<file path="src/pqs_pkg.sv">
package pqs_pkg;

   localparam int REQ_W = 2;
   localparam int ITEM_W = 8;
   localparam int PRIO_W = 8;
   localparam int STATUS_W = 2;
   localparam int COUNT_W = 7;

   localparam logic [REQ_W-1:0] REQ_PUSH = 2'd0;
   localparam logic [REQ_W-1:0] REQ_POP = 2'd1;
   localparam logic [REQ_W-1:0] REQ_PEEK = 2'd2;

   localparam logic [STATUS_W-1:0] ST_OK = 2'd0;
   localparam logic [STATUS_W-1:0] ST_EMPTY = 2'd1;
   localparam logic [STATUS_W-1:0] ST_FULL = 2'd2;

   typedef enum logic [1:0] {
      OP_PUSH,
      OP_POP,
      OP_PEEK,
      OP_NOP
   } op_type;

   typedef struct packed {
      op_type              op;
      logic [ITEM_W-1:0]   item;
      logic [PRIO_W-1:0]   prio;
   } cmd_type;

   typedef enum logic [1:0] {
      B_IDLE,
      B_SCAN,
      B_LAST,
      B_DONE
   } bst_type;

endpackage

</file>
<file path="src/priority_queue_scan_unit.sv">
// Push, unknown request codes, and pop/peek on an empty queue: the result is registered from the idle state.
// Pop/peek: every used slot is scanned in B_SCAN, one slot read per cycle from the slot memory, then B_LAST, B_DONE.
// One request is worked at a time; a two-entry command queue takes further transfers meanwhile.
// Synchronous active-high reset clears counts, maximum and control; slot memory is not cleared
// since only slots below the fill count are ever examined.
module priority_queue_scan_unit #(
   parameter int DEPTH = 64,
   parameter int ITEM_BITS = 8,
   parameter int PRIO_BITS = 8
) (
   input  logic                         clock,
   input  logic                         reset,
   input  logic                         req_valid,
   output logic                         req_stall,
   input  logic [pqs_pkg::REQ_W-1:0]    req_type,
   input  logic [pqs_pkg::ITEM_W-1:0]   req_push_item,
   input  logic [pqs_pkg::PRIO_W-1:0]   req_push_priority,
   output logic                         rsp_valid,
   input  logic                         rsp_stall,
   output logic [pqs_pkg::ITEM_W-1:0]   rsp_out_item,
   output logic [pqs_pkg::STATUS_W-1:0] rsp_status,
   output logic [pqs_pkg::COUNT_W-1:0]  rsp_active_count,
   output logic [pqs_pkg::COUNT_W-1:0]  rsp_filled_count,
   output logic [pqs_pkg::PRIO_W-1:0]   rsp_top_priority_seen
);
   import pqs_pkg::*;

   logic    cmd_valid;
   logic    cmd_take;
   cmd_type cmd;

   pqs_front u_front (
      .clock             (clock),
      .reset             (reset),
      .req_valid         (req_valid),
      .req_stall         (req_stall),
      .req_type          (req_type),
      .req_push_item     (req_push_item),
      .req_push_priority (req_push_priority),
      .cmd_valid         (cmd_valid),
      .cmd               (cmd),
      .cmd_take          (cmd_take)
   );

   pqs_back #(
      .DEPTH     (DEPTH),
      .ITEM_BITS (ITEM_BITS),
      .PRIO_BITS (PRIO_BITS)
   ) u_back (
      .clock                 (clock),
      .reset                 (reset),
      .cmd_valid             (cmd_valid),
      .cmd                   (cmd),
      .cmd_take              (cmd_take),
      .rsp_valid             (rsp_valid),
      .rsp_stall             (rsp_stall),
      .rsp_out_item          (rsp_out_item),
      .rsp_status            (rsp_status),
      .rsp_active_count      (rsp_active_count),
      .rsp_filled_count      (rsp_filled_count),
      .rsp_top_priority_seen (rsp_top_priority_seen)
   );

endmodule

</file>
<file path="src/pqs_front.sv">
module pqs_front (
   input  logic                       clock,
   input  logic                       reset,
   input  logic                       req_valid,
   output logic                       req_stall,
   input  logic [pqs_pkg::REQ_W-1:0]  req_type,
   input  logic [pqs_pkg::ITEM_W-1:0] req_push_item,
   input  logic [pqs_pkg::PRIO_W-1:0] req_push_priority,
   output logic                       cmd_valid,
   output pqs_pkg::cmd_type           cmd,
   input  logic                       cmd_take
);
   import pqs_pkg::*;

   cmd_type    q_ff [2];
   logic       wr_ptr_ff, wr_ptr_in;
   logic       rd_ptr_ff, rd_ptr_in;
   logic [1:0] count_ff, count_in;
   logic       accept;
   logic       take;
   cmd_type    cls;

   always_comb begin
      cls.item = req_push_item;
      cls.prio = req_push_priority;
      unique case (req_type)
         REQ_PUSH: cls.op = OP_PUSH;
         REQ_POP:  cls.op = OP_POP;
         REQ_PEEK: cls.op = OP_PEEK;
         default:  cls.op = OP_NOP;
      endcase
   end

   assign req_stall = (count_ff == 2'd2);
   assign accept = req_valid && !req_stall;
   assign cmd_valid = (count_ff != 2'd0);
   assign take = cmd_take && cmd_valid;
   assign cmd = q_ff[rd_ptr_ff];

   always_comb begin
      wr_ptr_in = accept ? ~wr_ptr_ff : wr_ptr_ff;
      rd_ptr_in = take ? ~rd_ptr_ff : rd_ptr_ff;
      count_in = count_ff + {1'b0, accept} - {1'b0, take};
   end

   always_ff @(posedge clock) begin
      if (reset) begin
         wr_ptr_ff <= 1'b0;
         rd_ptr_ff <= 1'b0;
         count_ff <= 2'd0;
      end else begin
         wr_ptr_ff <= wr_ptr_in;
         rd_ptr_ff <= rd_ptr_in;
         count_ff <= count_in;
      end
   end

   always_ff @(posedge clock) begin
      if (accept) begin
         q_ff[wr_ptr_ff] <= cls;
      end
   end

endmodule

</file>
<file path="src/pqs_back.sv">
module pqs_back #(
   parameter int DEPTH = 64,
   parameter int ITEM_BITS = 8,
   parameter int PRIO_BITS = 8
) (
   input  logic                         clock,
   input  logic                         reset,
   input  logic                         cmd_valid,
   input  pqs_pkg::cmd_type             cmd,
   output logic                         cmd_take,
   output logic                         rsp_valid,
   input  logic                         rsp_stall,
   output logic [pqs_pkg::ITEM_W-1:0]   rsp_out_item,
   output logic [pqs_pkg::STATUS_W-1:0] rsp_status,
   output logic [pqs_pkg::COUNT_W-1:0]  rsp_active_count,
   output logic [pqs_pkg::COUNT_W-1:0]  rsp_filled_count,
   output logic [pqs_pkg::PRIO_W-1:0]   rsp_top_priority_seen
);
   import pqs_pkg::*;

   localparam int IDX_W = $clog2(DEPTH);
   localparam int CNT_W = $clog2(DEPTH + 1);
   localparam int WORD_W = 1 + PRIO_BITS + ITEM_BITS;

   // memory word: {popped, priority, item}
   logic [WORD_W-1:0] mem [DEPTH];
   logic [WORD_W-1:0] rd_data_ff;
   logic              mem_we;
   logic [IDX_W-1:0]  mem_waddr;
   logic [WORD_W-1:0] mem_wdata;

   bst_type state_ff, state_in;
   logic [CNT_W-1:0]     used_ff, used_in;
   logic [CNT_W-1:0]     live_ff, live_in;
   logic [PRIO_BITS-1:0] max_ff, max_in;
   logic                 pop_ff, pop_in;
   logic [IDX_W-1:0]     scan_ff, scan_in;
   logic                 chk_vld_ff;
   logic                 found_ff, found_in;
   logic [IDX_W-1:0]     best_idx_ff, best_idx_in;
   logic [PRIO_BITS-1:0] best_prio_ff, best_prio_in;
   logic [ITEM_BITS-1:0] best_item_ff, best_item_in;

   logic                 rsp_valid_ff;
   logic [ITEM_W-1:0]    out_item_ff, out_item_in;
   logic [STATUS_W-1:0]  status_ff, status_in;
   logic [COUNT_W-1:0]   active_ff, active_in;
   logic [COUNT_W-1:0]   filled_ff, filled_in;
   logic [PRIO_W-1:0]    top_ff, top_in;
   logic                 load_rsp;
   logic                 out_free;

   logic [ITEM_BITS+ITEM_W-1:0] push_item_ext;
   logic [PRIO_BITS+PRIO_W-1:0] push_prio_ext;
   logic [ITEM_BITS-1:0]        push_item_k;
   logic [PRIO_BITS-1:0]        push_prio_k;
   logic [ITEM_W+ITEM_BITS-1:0] best_item_ext;
   logic [PRIO_W+PRIO_BITS-1:0] max_ext;
   logic [COUNT_W+CNT_W-1:0]    live_ext;
   logic [COUNT_W+CNT_W-1:0]    used_ext;

   logic                 rd_popped;
   logic [PRIO_BITS-1:0] rd_prio;
   logic [ITEM_BITS-1:0] rd_item;
   logic                 scan_last;

   assign push_item_ext = {{ITEM_BITS{1'b0}}, cmd.item};
   assign push_prio_ext = {{PRIO_BITS{1'b0}}, cmd.prio};
   assign push_item_k = push_item_ext[ITEM_BITS-1:0];
   assign push_prio_k = push_prio_ext[PRIO_BITS-1:0];
   assign best_item_ext = {{ITEM_W{1'b0}}, best_item_ff};
   assign max_ext = {{PRIO_W{1'b0}}, max_in};
   assign live_ext = {{COUNT_W{1'b0}}, live_in};
   assign used_ext = {{COUNT_W{1'b0}}, used_in};

   assign rd_popped = rd_data_ff[WORD_W-1];
   assign rd_prio = rd_data_ff[WORD_W-2 -: PRIO_BITS];
   assign rd_item = rd_data_ff[ITEM_BITS-1:0];
   assign scan_last = (CNT_W'(scan_ff) + CNT_W'(1)) == used_ff;

   assign out_free = !rsp_valid_ff || !rsp_stall;

   always_comb begin
      state_in = state_ff;
      used_in = used_ff;
      live_in = live_ff;
      max_in = max_ff;
      pop_in = pop_ff;
      scan_in = scan_ff;
      found_in = found_ff;
      best_idx_in = best_idx_ff;
      best_prio_in = best_prio_ff;
      best_item_in = best_item_ff;
      cmd_take = 1'b0;
      mem_we = 1'b0;
      mem_waddr = used_ff[IDX_W-1:0];
      mem_wdata = {1'b0, push_prio_k, push_item_k};
      load_rsp = 1'b0;
      out_item_in = '0;
      status_in = ST_OK;

      if (chk_vld_ff && !rd_popped && (!found_ff || rd_prio > best_prio_ff)) begin
         found_in = 1'b1;
         best_idx_in = scan_ff - IDX_W'(1);
         best_prio_in = rd_prio;
         best_item_in = rd_item;
      end

      unique case (state_ff)
         B_IDLE: begin
            if (cmd_valid && out_free) begin
               cmd_take = 1'b1;
               case (cmd.op) inside
                  OP_PUSH: begin
                     load_rsp = 1'b1;
                     if (used_ff == CNT_W'(DEPTH)) begin
                        status_in = ST_FULL;
                     end else begin
                        mem_we = 1'b1;
                        used_in = used_ff + CNT_W'(1);
                        live_in = live_ff + CNT_W'(1);
                        if (push_prio_k > max_ff) begin
                           max_in = push_prio_k;
                        end
                     end
                  end
                  OP_POP, OP_PEEK: begin
                     if (live_ff == '0) begin
                        load_rsp = 1'b1;
                        status_in = ST_EMPTY;
                     end else begin
                        pop_in = (cmd.op == OP_POP);
                        scan_in = '0;
                        found_in = 1'b0;
                        state_in = B_SCAN;
                     end
                  end
                  default: begin
                     load_rsp = 1'b1;
                  end
               endcase
            end
         end
         B_SCAN: begin
            scan_in = scan_ff + IDX_W'(1);
            if (scan_last) begin
               state_in = B_LAST;
            end
         end
         B_LAST: begin
            state_in = B_DONE;
         end
         B_DONE: begin
            if (out_free) begin
               load_rsp = 1'b1;
               out_item_in = best_item_ext[ITEM_W-1:0];
               if (pop_ff) begin
                  mem_we = 1'b1;
                  mem_waddr = best_idx_ff;
                  mem_wdata = {1'b1, best_prio_ff, best_item_ff};
                  live_in = live_ff - CNT_W'(1);
               end
               state_in = B_IDLE;
            end
         end
         default: begin
            state_in = B_IDLE;
         end
      endcase

      active_in = live_ext[COUNT_W-1:0];
      filled_in = used_ext[COUNT_W-1:0];
      top_in = max_ext[PRIO_W-1:0];
   end

   always_ff @(posedge clock) begin
      if (reset) begin
         state_ff <= B_IDLE;
         used_ff <= '0;
         live_ff <= '0;
         max_ff <= '0;
         chk_vld_ff <= 1'b0;
         found_ff <= 1'b0;
         rsp_valid_ff <= 1'b0;
      end else begin
         state_ff <= state_in;
         used_ff <= used_in;
         live_ff <= live_in;
         max_ff <= max_in;
         chk_vld_ff <= (state_ff == B_SCAN);
         found_ff <= found_in;
         if (load_rsp) begin
            rsp_valid_ff <= 1'b1;
         end else if (!rsp_stall) begin
            rsp_valid_ff <= 1'b0;
         end
      end
   end

   always_ff @(posedge clock) begin
      pop_ff <= pop_in;
      scan_ff <= scan_in;
      best_idx_ff <= best_idx_in;
      best_prio_ff <= best_prio_in;
      best_item_ff <= best_item_in;
      if (load_rsp) begin
         out_item_ff <= out_item_in;
         status_ff <= status_in;
         active_ff <= active_in;
         filled_ff <= filled_in;
         top_ff <= top_in;
      end
   end

   always_ff @(posedge clock) begin
      if (mem_we) begin
         mem[mem_waddr] <= mem_wdata;
      end
      rd_data_ff <= mem[scan_ff];
   end

   assign rsp_valid = rsp_valid_ff;
   assign rsp_out_item = out_item_ff;
   assign rsp_status = status_ff;
   assign rsp_active_count = active_ff;
   assign rsp_filled_count = filled_ff;
   assign rsp_top_priority_seen = top_ff;

endmodule
</file>
<file path="config.mk">
export PLATFORM = sky130hd
export DESIGN_NAME = priority_queue_scan_unit
export DESIGN_NICKNAME = d
export VERILOG_FILES = /design/src/pqs_pkg.sv /design/src/priority_queue_scan_unit.sv /design/src/pqs_front.sv /design/src/pqs_back.sv
export SDC_FILE = /design/constraint.sdc
export NUM_CORES = 1
export LEC_CHECK = 0
export BUFFER_PORTS_ARGS = -buffer_cell sky130_fd_sc_hd__buf_4
export CAP_MARGIN = 20
export CORE_MARGIN = 5
export CORE_UTILIZATION = 50
export DETAILED_ROUTE_END_ITERATION = 7
export MAX_ROUTING_LAYER = met4
export PLACE_DENSITY = 0.65
export SYNTH_ARGS = -nofsm -noshare
export SYNTH_HDL_FRONTEND = slang
export SYNTH_HIERARCHICAL = 1
export SYNTH_SLANG_ARGS = --single-unit
</file>
<file path="constraint.sdc">
create_clock -name clock -period 6 [get_ports clock]
set_clock_uncertainty 0.05 [all_clocks]
set_input_delay 0.6 -clock clock [delete_from_list [all_inputs] [get_ports clock]]
set_output_delay 0.6 -clock clock [all_outputs]
set_load 0.02 [all_outputs]
</file>
==> qor.csv, run 1 <==
stage;metric;value;unit
clocking;clock-root-buffer;clkbuf_16;
power_and_ir_drop;post-layout-total-power;20.7;mW
run;drv_cap;0;
placement;port-buffer-count;55;
detailed_routing;count_of_tritonroute_iterations_in_the_first_routing_pass;5;
worst_setup_path;critical_path.startpoint_type;register;
worst_setup_path;critical_path_buf_inv_count;2;
grt;first_global_vias;23000;
worst_hold_path;worstHoldPathType;input port to register;
grt;grt_pass1_wl;164;mm
die;die-area;103000;µm²
worst_setup_path;dominant_delay_contributor_by_cell_family_on_the_critical_path;simple AND/OR/NAND/NOR gates;
status;run_status;finished clean;
worst_setup_path;timing.critical_path.arrival;4700;ps
cells_and_area;n_antenna_cell;0;
detailed_routing;drc;0;
die;core.rowCount;113;
logic_synthesis;synth_seq_area_share;0.760;
power_and_ir_drop;power.static_leakage;17.2;nW
die;floorplan.initialDensity;0.505;
power_and_ir_drop;power_density;382;nW/µm²
worst_setup_path;cpMaxStageDelayCell;nor2_1;
detailed_routing;avg_vias_per_cell;6.16;
clocking;clk-insertion-delay-late;720;ps
die;pin_count;56;
cells_and_area;flow.area_growth_from_synthesis;12.8;%
logic_synthesis;synth_top_flop_cell;edfxtp_1;
worst_setup_path;path_class;register to register;
logic_synthesis;synth-async-reset-ratio;0;
die;core_region_area;95300;µm²
cells_and_area;stdcell_count;3767;
power_and_ir_drop;power.ir.vdd_worst;0.297;mV
grt;globalRouteMet1Util;0.324;
worst_setup_path;timing.critical_path.required;6360;ps
clocking;maximum_number_of_buffers_from_clock_root_to_sink;3;
grt;track_usage;0.225;
cells_and_area;final_cell_area;54300;µm²
worst_setup_path;max_stage_delay;820;ps
logic_synthesis;yosys-top-cells-count;edfxtp_1 (1,185), mux4_2 (323), nor2_1 (106), nand2_1 (81), dfxtp_1 (49);
logic_synthesis;synth_cell_types;60;
detailed_routing;route.detailed.wl_per_inst;29.8;µm
logic_synthesis;most_frequently_used_cell_type_in_the_post_synthesis_netlist;edfxtp_1;
grt;grt_antenna_before_repair;0;
logic_synthesis;synthesis.instances;2253;
timing;final.min_clock_period;4340;ps
detailed_routing;drt-total-wl;112;mm
timing;maxSlewHeadroom;0.195;
clocking;cts_inserted_buffers;118;
placement;place_area;50400;µm²
grt;grt_use_met2;0.343;
clocking;cts.clk_slew.worst_paths;60;ps
die;die_w;320;µm
timing;worst-slew-pin-transition;1210;ps
logic_synthesis;average_footprint_of_a_synthesized_cell;21.4;µm²
detailed_routing;vias;23200;
placement;placed_cells_incl_taps;3540;
clocking;tritoncts_clock_tree;yes;
timing;hold_viol;0;
logic_synthesis;synth_area_leaders;edfxtp_1 (74%), mux4_2 (15%), dfxtp_1 (2.0%);
clocking;cts_sinks;1234;
timing;setup_viol_count_final;0;
grt;grt_max_degree;155;
grt;grt_remaining_overflow;0;
logic_synthesis;ys_ff_latch;1234;
cells_and_area;fin_nets;2450;
worst_setup_path;cp_cell_sequence;ha_1 > nand3_2 > inv_2 > nand2_1 > a21oi_1 > nand2_1 > nor2_1 > buf_4;
grt;use_met3;0.0373;
clocking;cts.htree.levels;3;
timing;share_of_the_clock_period_used_by_the_worst_path_after_layout;0.724;
timing;final_max_slew_viol_count;0;
worst_setup_path;type_of_destination_of_the_critical_path;register;
logic_synthesis;post_synth_instance_area;48100;µm²
timing;setup_total_negative_slack;0;ps
grt;gr-max-usage-layer;met2;
logic_synthesis;synth_edf_count;1185;
logic_synthesis;synthesis.yosys.warnings;6;
timing;max_freq;0.230;GHz
worst_setup_path;crit_top_cell;nand2_1;
placement;finalWeightedCongestion;0.888;
detailed_routing;ant_nets;0;
cells_and_area;proportion_of_layout_cells_with_a_drive_suffix_above_1;0.277;
clocking;postCtsSetupBuffers;0;
placement;detailedPlacementHpwl;66.2;mm
worst_setup_path;worst_path_maximum_fanout;47;
logic_synthesis;biggest_area_consumer_among_synthesized_cells;edfxtp_1;
logic_synthesis;post-synth-top-area-fraction;0.739;
detailed_routing;detail_route.iter0.violations;2728;
timing;rsz0062_at_grt;no;
logic_synthesis;syn_nets;2305;
die;die_h;320;µm
## worst reg2reg max path, stage by stage (launching register included)
cell and delay [ps]:
dfxtp_1 380, ha_1 550, nand3_2 170, inv_2 710, nand2_1 130, a21oi_1 310, nand2_1 600, nor2_1 830
buf_4 320
## worst paths after layout
kind                                   startpoint                                to  slack [ps]  cells after the start
hold / removal               req_push_priority[4]      u_front/q_ff[0][4]$_DFFE_PP_          40                      1
hold reg to reg      u_back/rd_data_ff[0]$_DFF_P_  u_back/best_item_ff[0]$_DFFE_PP_         360                      0
setup / recovery  u_back/state_ff[0]$_SDFFE_PP0P_       u_back/mem[21][0]$_DFFE_PP_        1660                      8
setup reg to reg  u_back/state_ff[0]$_SDFFE_PP0P_       u_back/mem[21][0]$_DFFE_PP_        1660                      8
## routing by layer
layer,wire (µm),part of all wire
met3,9390,0.084
met4,3000,0.027
met1,46300,0.41
met2,53600,0.48
met5,0,0
## metrics by stage
stage	hold slack [ps]	setup WS, ps	util
floorplan	336	466	-
global placement	339	1710	0.529
detailed placement	339	1670	0.529
CTS	1.16	1770	0.570
global route	13.5	1450	0.570
finish	39.1	1660	0.570
## power breakdown
group	switching [mW]	internal, mW	total [mW]
registers	0.0970	10.5	10.6
clock network	3.14	4.15	7.29
logic	2.07	0.741	2.81
## kinds of logic (layout without fill, tap and decap cells)
kind of cell             count (synthesis)  in the layout  share of synthesized area
adder cells (fa/ha/maj)                 30             30                    0.00780
buffers and inverters                  158            407                     0.0158
AND/OR/NAND/NOR                        289            289                     0.0280
XOR/XNOR                                21             21                    0.00411
flip-flops                            1234           1234                      0.760
AO/OA/AOI/OAI                          127            127                     0.0181
multiplexers                           394            394                      0.167
## area by class of cell
type                    count  area [µm²]
fillers                  6933       41000
inverters                  47         176
well taps                1265        1580
flip-flops and latches   1234       36600
multi-input cells         861       11000
clock inverters            61         664
repair buffers            136        1120
clock buffers             163        3180
## cell usage in the layout (no fill, tap or decap), types with 17 or more instances in the layout
| cell type | n |
|---|---|
| inv_1 | 44 |
| clkbuf_1 | 39 |
| clkinv_1 | 24 |
| nand2b_1 | 21 |
| mux2i_1 | 45 |
| a21oi_1 | 25 |
| mux2_2 | 24 |
| nor2_1 | 87 |
| dfxtp_1 | 49 |
| nand3_1 | 17 |
| ha_1 | 30 |
| nand2_1 | 73 |
| nor2_2 | 19 |
| clkbuf_16 | 118 |
| edfxtp_1 | 1185 |
| buf_4 | 126 |
| o22ai_1 | 27 |
| mux4_2 | 323 |
## timing repair
action                                 in CTS  in global routing
resized for setup                           0                  0
hold buffers                                3                  0
endpoints found under the hold margin       4                  0
## flip-flops by register name, indices dropped and copies added, names as in the netlist, 8 cells and up, named ones only
signal	flops
u_back/best_item_ff	8
u_back/best_prio_ff	8
u_back/max_ff	8
u_back/mem	1088
u_back/rd_data_ff	17
u_back/rsp_out_item	8
u_back/rsp_top_priority_seen	8
u_front/q_ff	36
(Power assumes the default switching activity.)
==> run 2, diff against run 1 <==
--- a/config.mk
+++ b/config.mk
@@ -11,7 +11,7 @@
 export CORE_UTILIZATION = 50
 export DETAILED_ROUTE_END_ITERATION = 7
 export MAX_ROUTING_LAYER = met4
-export PLACE_DENSITY = 0.65
+export PLACE_DENSITY = 0.68
 export SYNTH_ARGS = -nofsm -noshare
 export SYNTH_HDL_FRONTEND = slang
 export SYNTH_HIERARCHICAL = 1
==> constraint.sdc (replaced) <==
create_clock -name clock -period 3.8 [get_ports clock]
set_clock_uncertainty 0.05 [all_clocks]
set_input_delay 0.38 -clock clock [delete_from_list [all_inputs] [get_ports clock]]
set_output_delay 0.38 -clock clock [all_outputs]
set_load 0.02 [all_outputs]
==> qor.csv, run 2 (synthesized netlist as in run 1, its figures left out) <==
stage;metric;value;unit;change
worst_setup_path;cpMaxStageDelayCell;nand2_1;;
power_and_ir_drop;p_sw_frac;0.243;;-0.0127
die;floorplan.initialDensity;0.505;;unchanged
status;run_status;finished clean;;
worst_setup_path;critical_path.startpoint_type;register;;
grt;grt_remaining_overflow;0;;unchanged
die;core.rowCount;113;;unchanged
detailed_routing;count_of_tritonroute_iterations_in_the_first_routing_pass;5;;unchanged
power_and_ir_drop;p_clk_frac;0.367;;+0.016
detailed_routing;detail_route.iter0.violations;2532;;-7.2%
clocking;cts.clk_slew.worst_paths;60;ps;about the same
cells_and_area;seqCellArea;36600;µm²;unchanged
timing;max_freq;0.282;GHz;+22%
worst_setup_path;worst_path_maximum_fanout;15;;-68%
die;die_h;320;µm;unchanged
worst_setup_path;cp_cell_sequence;mux2_2 > inv_1 > ha_1 > inv_1 > nor3_4 > nand4_1 > a21oi_1 > nand2_1 > nor2_1 > buf_12;;
placement;detailedPlacementHpwl;65.1;mm;-1.6%
cells_and_area;layout_commonest_cell;edfxtp_1;;
cells_and_area;utilization;0.582;;+0.0117
detailed_routing;ant_nets;0;;unchanged
detailed_routing;drt-total-wl;104;mm;-7.9%
placement;place_area;51100;µm²;+1.3%
clocking;clk-insertion-delay-late;690;ps;-30 ps
timing;rsz0062_at_grt;no;;
power_and_ir_drop;power.ir.vdd_worst;0.424;mV;+43%
die;die_w;320;µm;unchanged
die;pin_count;56;;unchanged
clocking;cts.repair.resized;0;;unchanged
detailed_routing;vias;23000;;-0.81%
power_and_ir_drop;power.combinational.fraction;0.131;;-0.004
cells_and_area;fin_nets;2531;;+3.3%
worst_setup_path;timing.critical_path.required;4140;ps;-2220 ps
detailed_routing;avg_vias_per_cell;5.99;;-2.8%
placement;placed_cells_incl_taps;3603;;+1.8%
cells_and_area;multi_input_comb_area;11000;µm²;-0.57%
cells_and_area;final_cell_area;55400;µm²;+2.0%
cells_and_area;leading_registers_by_flop_count;u_back/mem x1088, u_front/q_ff x36, u_back/rd_data_ff x17;;
power_and_ir_drop;switchingPower;8.11;mW;+53%
clocking;maximum_number_of_buffers_from_clock_root_to_sink;3;;unchanged
grt;first_global_vias;23700;;+2.6%
placement;finalWeightedCongestion;0.892;;+0.38%
worst_setup_path;timing.critical_path.arrival;3890;ps;-810 ps
timing;maxSlewHeadroom;0.275;;+0.0798
clocking;cts.htree.levels;3;;unchanged
timing;final_max_slew_viol_count;0;;unchanged
clocking;tritoncts_clock_tree;yes;;
die;die-area;103000;µm²;unchanged
cells_and_area;proportion_of_layout_cells_with_a_drive_suffix_above_1;0.298;;+0.0209
grt;grt_pass1_wl;156;mm;-5.0%
cells_and_area;stdcell_count;3843;;+2.0%
grt;grt_antenna_before_repair;0;;unchanged
worst_setup_path;crit_top_cell;inv_1;;
power_and_ir_drop;power.internal;25.3;mW;+64%
worst_setup_path;type_of_destination_of_the_critical_path;register;;
cells_and_area;max_flop_register;u_back/mem;;
timing;final.min_clock_period;3550;ps;-797 ps
grt;track_usage;0.209;;-0.0159
power_and_ir_drop;pwr-share-seq;0.501;;-0.012
grt;grt_max_degree;65;;-58%
timing;hold_viol;0;;unchanged
power_and_ir_drop;power_density;603;nW/µm²;+58%
detailed_routing;drc;0;;unchanged
placement;port-buffer-count;55;;unchanged
power_and_ir_drop;power.static_leakage;17.8;nW;+3.8%
run;drv_cap;0;;unchanged
worst_hold_path;worstHoldPathType;input port to register;;
cells_and_area;n_fill_cell;6813;;-1.7%
timing;share_of_the_clock_period_used_by_the_worst_path_after_layout;0.934;;+0.210
cells_and_area;n_antenna_cell;0;;unchanged
cells_and_area;flow.area_growth_from_synthesis;15.1;%;
worst_setup_path;max_stage_delay;520;ps;-300 ps
die;core_region_area;95300;µm²;unchanged
cells_and_area;largest_reg_flops;1088;;unchanged
worst_setup_path;dominant_delay_contributor_by_cell_family_on_the_critical_path;simple AND/OR/NAND/NOR gates;;
detailed_routing;route.detailed.wl_per_inst;26.9;µm;-9.7%
cells_and_area;final_cell_mix;edfxtp_1 (1,185), mux4_2 (323), buf_4 (171), clkbuf_16 (119), nor2_1 (96);;
timing;setup_viol_count_final;0;;unchanged
worst_setup_path;path_class;register to register;;
worst_setup_path;critical_path_buf_inv_count;3;;+1
clocking;cts_sinks;1234;;unchanged
clocking;clock-root-buffer;clkbuf_16;;
timing;fin_hold_ws;42.7;ps;+3.63 ps
timing;worst-slew-pin-transition;1080;ps;-124 ps
clocking;cts_inserted_buffers;118;;unchanged
==> run 2: worst paths after layout <==
| kind | end | slack, ps | cells after the start | startpoint |
|---|---|---|---|---|
| min reg2reg | u_back/best_item_ff[2]$_DFFE_PP_ | 360 | 0 | u_back/rd_data_ff[2]$_DFF_P_ |
| max | u_back/mem[55][10]$_DFFE_PP_ | 250 | 10 | register |
| min | u_front/wr_ptr_ff$_SDFFE_PP0P_ | 40 | 4 | req_valid |
| max reg2reg | u_back/mem[55][10]$_DFFE_PP_ | 250 | 10 | register |
==> run 2: what timing repair did <==
item | CTS | global route
hold buffers | 18 | 0
hold endpoints to repair | 36 | 0
setup buffers | 0 | 0
==> run 2: cell type report <==
cell class | instances | area share
tap | 1265 | 0.0286
multi-input combinational | 861 | 0.198
timing repair buffer | 217 | 0.0368
sequential | 1234 | 0.660
clock buffer | 141 | 0.0556
inverter | 47 | 0.00318
clock inverter | 78 | 0.0185
==> run 2: tightest hold or removal path: stages <==
cell     delay [ps]
buf_4            90
inv_1            40
o21ai_0         140
a21oi_1          70
==> run 2: per-layer routing <==
| metal | up-vias | track usage | share of wire | wire, µm |
|---|---|---|---|---|
| met5 | - | - | 0 | 0 |
| met4 | 0 | 0.0646 | 0.028 | 2930 |
| met3 | 132 | 0.0330 | 0.084 | 8710 |
| met2 | 1055 | 0.311 | 0.47 | 48400 |
| met1 | 12100 | 0.306 | 0.42 | 43500 |
| li1 | 9769 | - | - | - |
==> run 2: power groups by stage <==
stage / sequential [mW] / combinational [mW] / clock [mW]
after floorplan: 17.4 / 2.09 / 0
after global placement: 17.0 / 4.15 / 0
after detailed placement: 17.0 / 4.33 / 0
after CTS: 16.8 / 4.37 / 12.5
after global routing: 16.8 / 4.73 / 13.1
final: 16.8 / 4.39 / 12.3
==> run 2: through the flow <==
step	total power [mW]	setup TNS [ps]	setup slack, ps
global placement	21.2	0	430
floorplan	19.4	-245130	-768
global route	34.6	0	65.0
detailed placement	21.4	0	350
finish	33.4	0	252
CTS	33.7	0	333
==> run 3, diff against run 2 <==
--- a/config.mk
+++ b/config.mk
@@ -7,7 +7,7 @@
 export LEC_CHECK = 0
 export BUFFER_PORTS_ARGS = -buffer_cell sky130_fd_sc_hd__buf_4
 export CAP_MARGIN = 20
-export CORE_MARGIN = 5
+export CORE_MARGIN = 1.5
 export CORE_UTILIZATION = 50
 export DETAILED_ROUTE_END_ITERATION = 7
 export MAX_ROUTING_LAYER = met4
==> qor.csv, run 3 (synthesized netlist as in run 1, its figures left out) <==
stage;metric;value;unit;change
die;core.rowCount;113;;unchanged
worst_setup_path;timing.critical_path.required;4130;ps;about the same
timing;max_freq;0.269;GHz;-4.5%
worst_setup_path;r2r_slack;80;ps;-170 ps
cells_and_area;n_fill_cell;6723;;-1.3%
detailed_routing;drt-total-wl;102;mm;-1.7%
grt;first_global_vias;23500;;-0.69%
clocking;cts_sinks;1234;;unchanged
cells_and_area;fin_nets;2528;;-0.12%
cells_and_area;flow.area_growth_from_synthesis;14.9;%;
timing;setup_viol_count_final;0;;unchanged
timing;hold_viol;0;;unchanged
power_and_ir_drop;power.ir.vdd_worst;0.387;mV;-8.7%
placement;port-buffer-count;55;;unchanged
worst_setup_path;max_stage_delay;530;ps;about the same
worst_setup_path;path_class;register to register;;
worst_hold_path;worstHoldPathType;input port to register;;
detailed_routing;vias;22700;;-1.2%
worst_setup_path;worst_r2r_path_depth;11;;+1
die;core_region_area;95200;µm²;-0.15%
cells_and_area;utilization;0.581;;about the same
power_and_ir_drop;power.static_leakage;17.7;nW;-0.50%
timing;final.min_clock_period;3720;ps;+168 ps
cells_and_area;stdcell_count;3843;;unchanged
cells_and_area;proportion_of_layout_cells_with_a_drive_suffix_above_1;0.300;;+0.00233
clocking;maximum_number_of_buffers_from_clock_root_to_sink;3;;unchanged
die;floorplan.initialDensity;0.506;;+0.000751
cells_and_area;layout_commonest_cell;edfxtp_1;;
clocking;cts.htree.levels;3;;unchanged
die;pin_count;56;;unchanged
timing;worst-slew-pin-transition;1100;ps;+20.1 ps
grt;track_usage;0.219;;+0.00921
timing;rsz0062_at_grt;yes;;
placement;placed_cells_incl_taps;3601;;-0.056%
worst_setup_path;cp-endpoint;u_back/mem[33][6]$_DFFE_PP_;;
worst_setup_path;critical_path.startpoint_type;register;;
detailed_routing;avg_vias_per_cell;5.91;;-1.2%
timing;maxSlewHeadroom;0.262;;-0.0134
worst_setup_path;cpMaxStageDelayCell;dfxtp_1;;
placement;detailedPlacementHpwl;63.7;mm;-2.1%
grt;grt_pass1_wl;153;mm;-1.9%
grt;grt_max_degree;95;;+46%
detailed_routing;route.detailed.wl_per_inst;26.5;µm;-1.7%
timing;share_of_the_clock_period_used_by_the_worst_path_after_layout;0.978;;+0.0442
worst_setup_path;worst_path_maximum_fanout;17;;+2
clocking;cts.clk_slew.worst_paths;70;ps;about the same
cells_and_area;n_antenna_cell;0;;unchanged
cells_and_area;max_flop_register;u_back/mem;;
clocking;clock-root-buffer;clkbuf_16;;
worst_setup_path;rr_endpoint;u_back/mem[33][6]$_DFFE_PP_;;
detailed_routing;detail_route.iter0.violations;2663;;+5.2%
placement;finalWeightedCongestion;0.941;;+5.5%
clocking;cts_inserted_buffers;117;;-0.85%
grt;grt_antenna_before_repair;0;;unchanged
worst_setup_path;timing.critical_path.arrival;4040;ps;+150 ps
status;run_status;finished clean;;
clocking;clk-insertion-delay-late;710;ps;+20 ps
detailed_routing;count_of_tritonroute_iterations_in_the_first_routing_pass;6;;+1
worst_setup_path;cp_cell_sequence;mux2_2 > inv_1 > ha_1 > inv_1 > nor3_4 > buf_4 > nand4_1 > a21oi_1 > nand2_1 > nor2_1 > buf_4;;
timing;finalWorstSetupSlack;84.3;ps;-168 ps
power_and_ir_drop;power_density;599;nW/µm²;-0.67%
die;die-area;98100;µm²;-4.3%
cells_and_area;largest_reg_flops;1088;;unchanged
grt;grt_remaining_overflow;0;;unchanged
placement;dp_worst_setup_slack;111;ps;-239 ps
detailed_routing;ant_nets;0;;unchanged
cells_and_area;final_cell_mix;edfxtp_1 (1,185), mux4_2 (323), buf_4 (170), clkbuf_16 (118), nor2_1 (91);;
detailed_routing;drc;0;;unchanged
run;drv_cap;0;;unchanged
worst_hold_path;hp-start;reset;;
cells_and_area;leading_registers_by_flop_count;u_back/mem x1088, u_front/q_ff x36, u_back/rd_data_ff x17;;
worst_setup_path;type_of_destination_of_the_critical_path;register;;
clocking;tritoncts_clock_tree;yes;;
die;die_w;313;µm;-2.2%
timing;final_max_slew_viol_count;0;;unchanged
die;die_h;313;µm;-2.2%
timing;fin_hold_ws;53.3;ps;+10.5 ps
clocking;postCtsSetupBuffers;0;;unchanged
power_and_ir_drop;post-layout-total-power;33.1;mW;-0.91%
run 3: critical path, delay by kind of cell (launching register included):
family | cells | cell delay, ps
AO/OA/AOI/OAI | 1 | 350
adder cells (fa/ha/maj) | 1 | 240
buffers and inverters | 4 | 700
flip-flops | 1 | 530
multiplexers | 1 | 380
AND/OR/NAND/NOR | 4 | 1120
run 3: metal layers:
metal,vias to the layer above,GRT usage,routed length [µm]
met5,-,-,0
met4,0,0.0673,2670
met3,133,0.0314,7260
met2,915,0.334,48800
met1,11900,0.310,43000
li1,9770,-,-
run 3: worst min path at each step:
stage          slack [ps]                               end  cells past startpoint
2_1_floorplan         340  u_back/best_item_ff[0]$_DFFE_PP_                      0
3_3_place_gp          340  u_back/best_item_ff[4]$_DFFE_PP_                      0
3_5_place_dp          340  u_back/best_item_ff[1]$_DFFE_PP_                      0
4_1_cts                20    u_front/wr_ptr_ff$_SDFFE_PP0P_                      4
5_1_grt                60      u_back/live_ff[3]$_SDFF_PP0_                      2
6_report               50      u_back/live_ff[2]$_SDFF_PP0_                      2
run 3: what timing repair did:
action	in CTS	in global routing
hold buffers	18	0
hold endpoints to repair	36	0
endpoints found under the setup margin	0	539
resized for setup	0	0
run 3: area by class of cell:
type	instances	area, µm²	area share
timing repair buffer	215	2000	0.0361
inverter	47	176	0.00319
clock inverter	82	940	0.0170
sequential	1234	36600	0.661
multi-input combinational	861	11000	0.198
tap	1265	1580	0.0286
clock buffer	139	3060	0.0554
run 3: per-stage QoR:
stage,cell area (µm²),TNS [ps]
6_report,55300,0
5_1_grt,55300,-38240
3_5_place_dp,51000,0
3_3_place_gp,51000,0
4_1_cts,55200,0
2_1_floorplan,48100,-245130
run 3: power breakdown:
group | switching [mW] | leakage (nW) | internal, mW | total (mW)
registers | 0.188 | 11.0 | 16.6 | 16.8
logic | 3.01 | 4.83 | 1.34 | 4.35
clock network | 5.01 | 1.93 | 6.94 | 12.0
total | 8.21 | 17.7 | 24.9 | 33.1
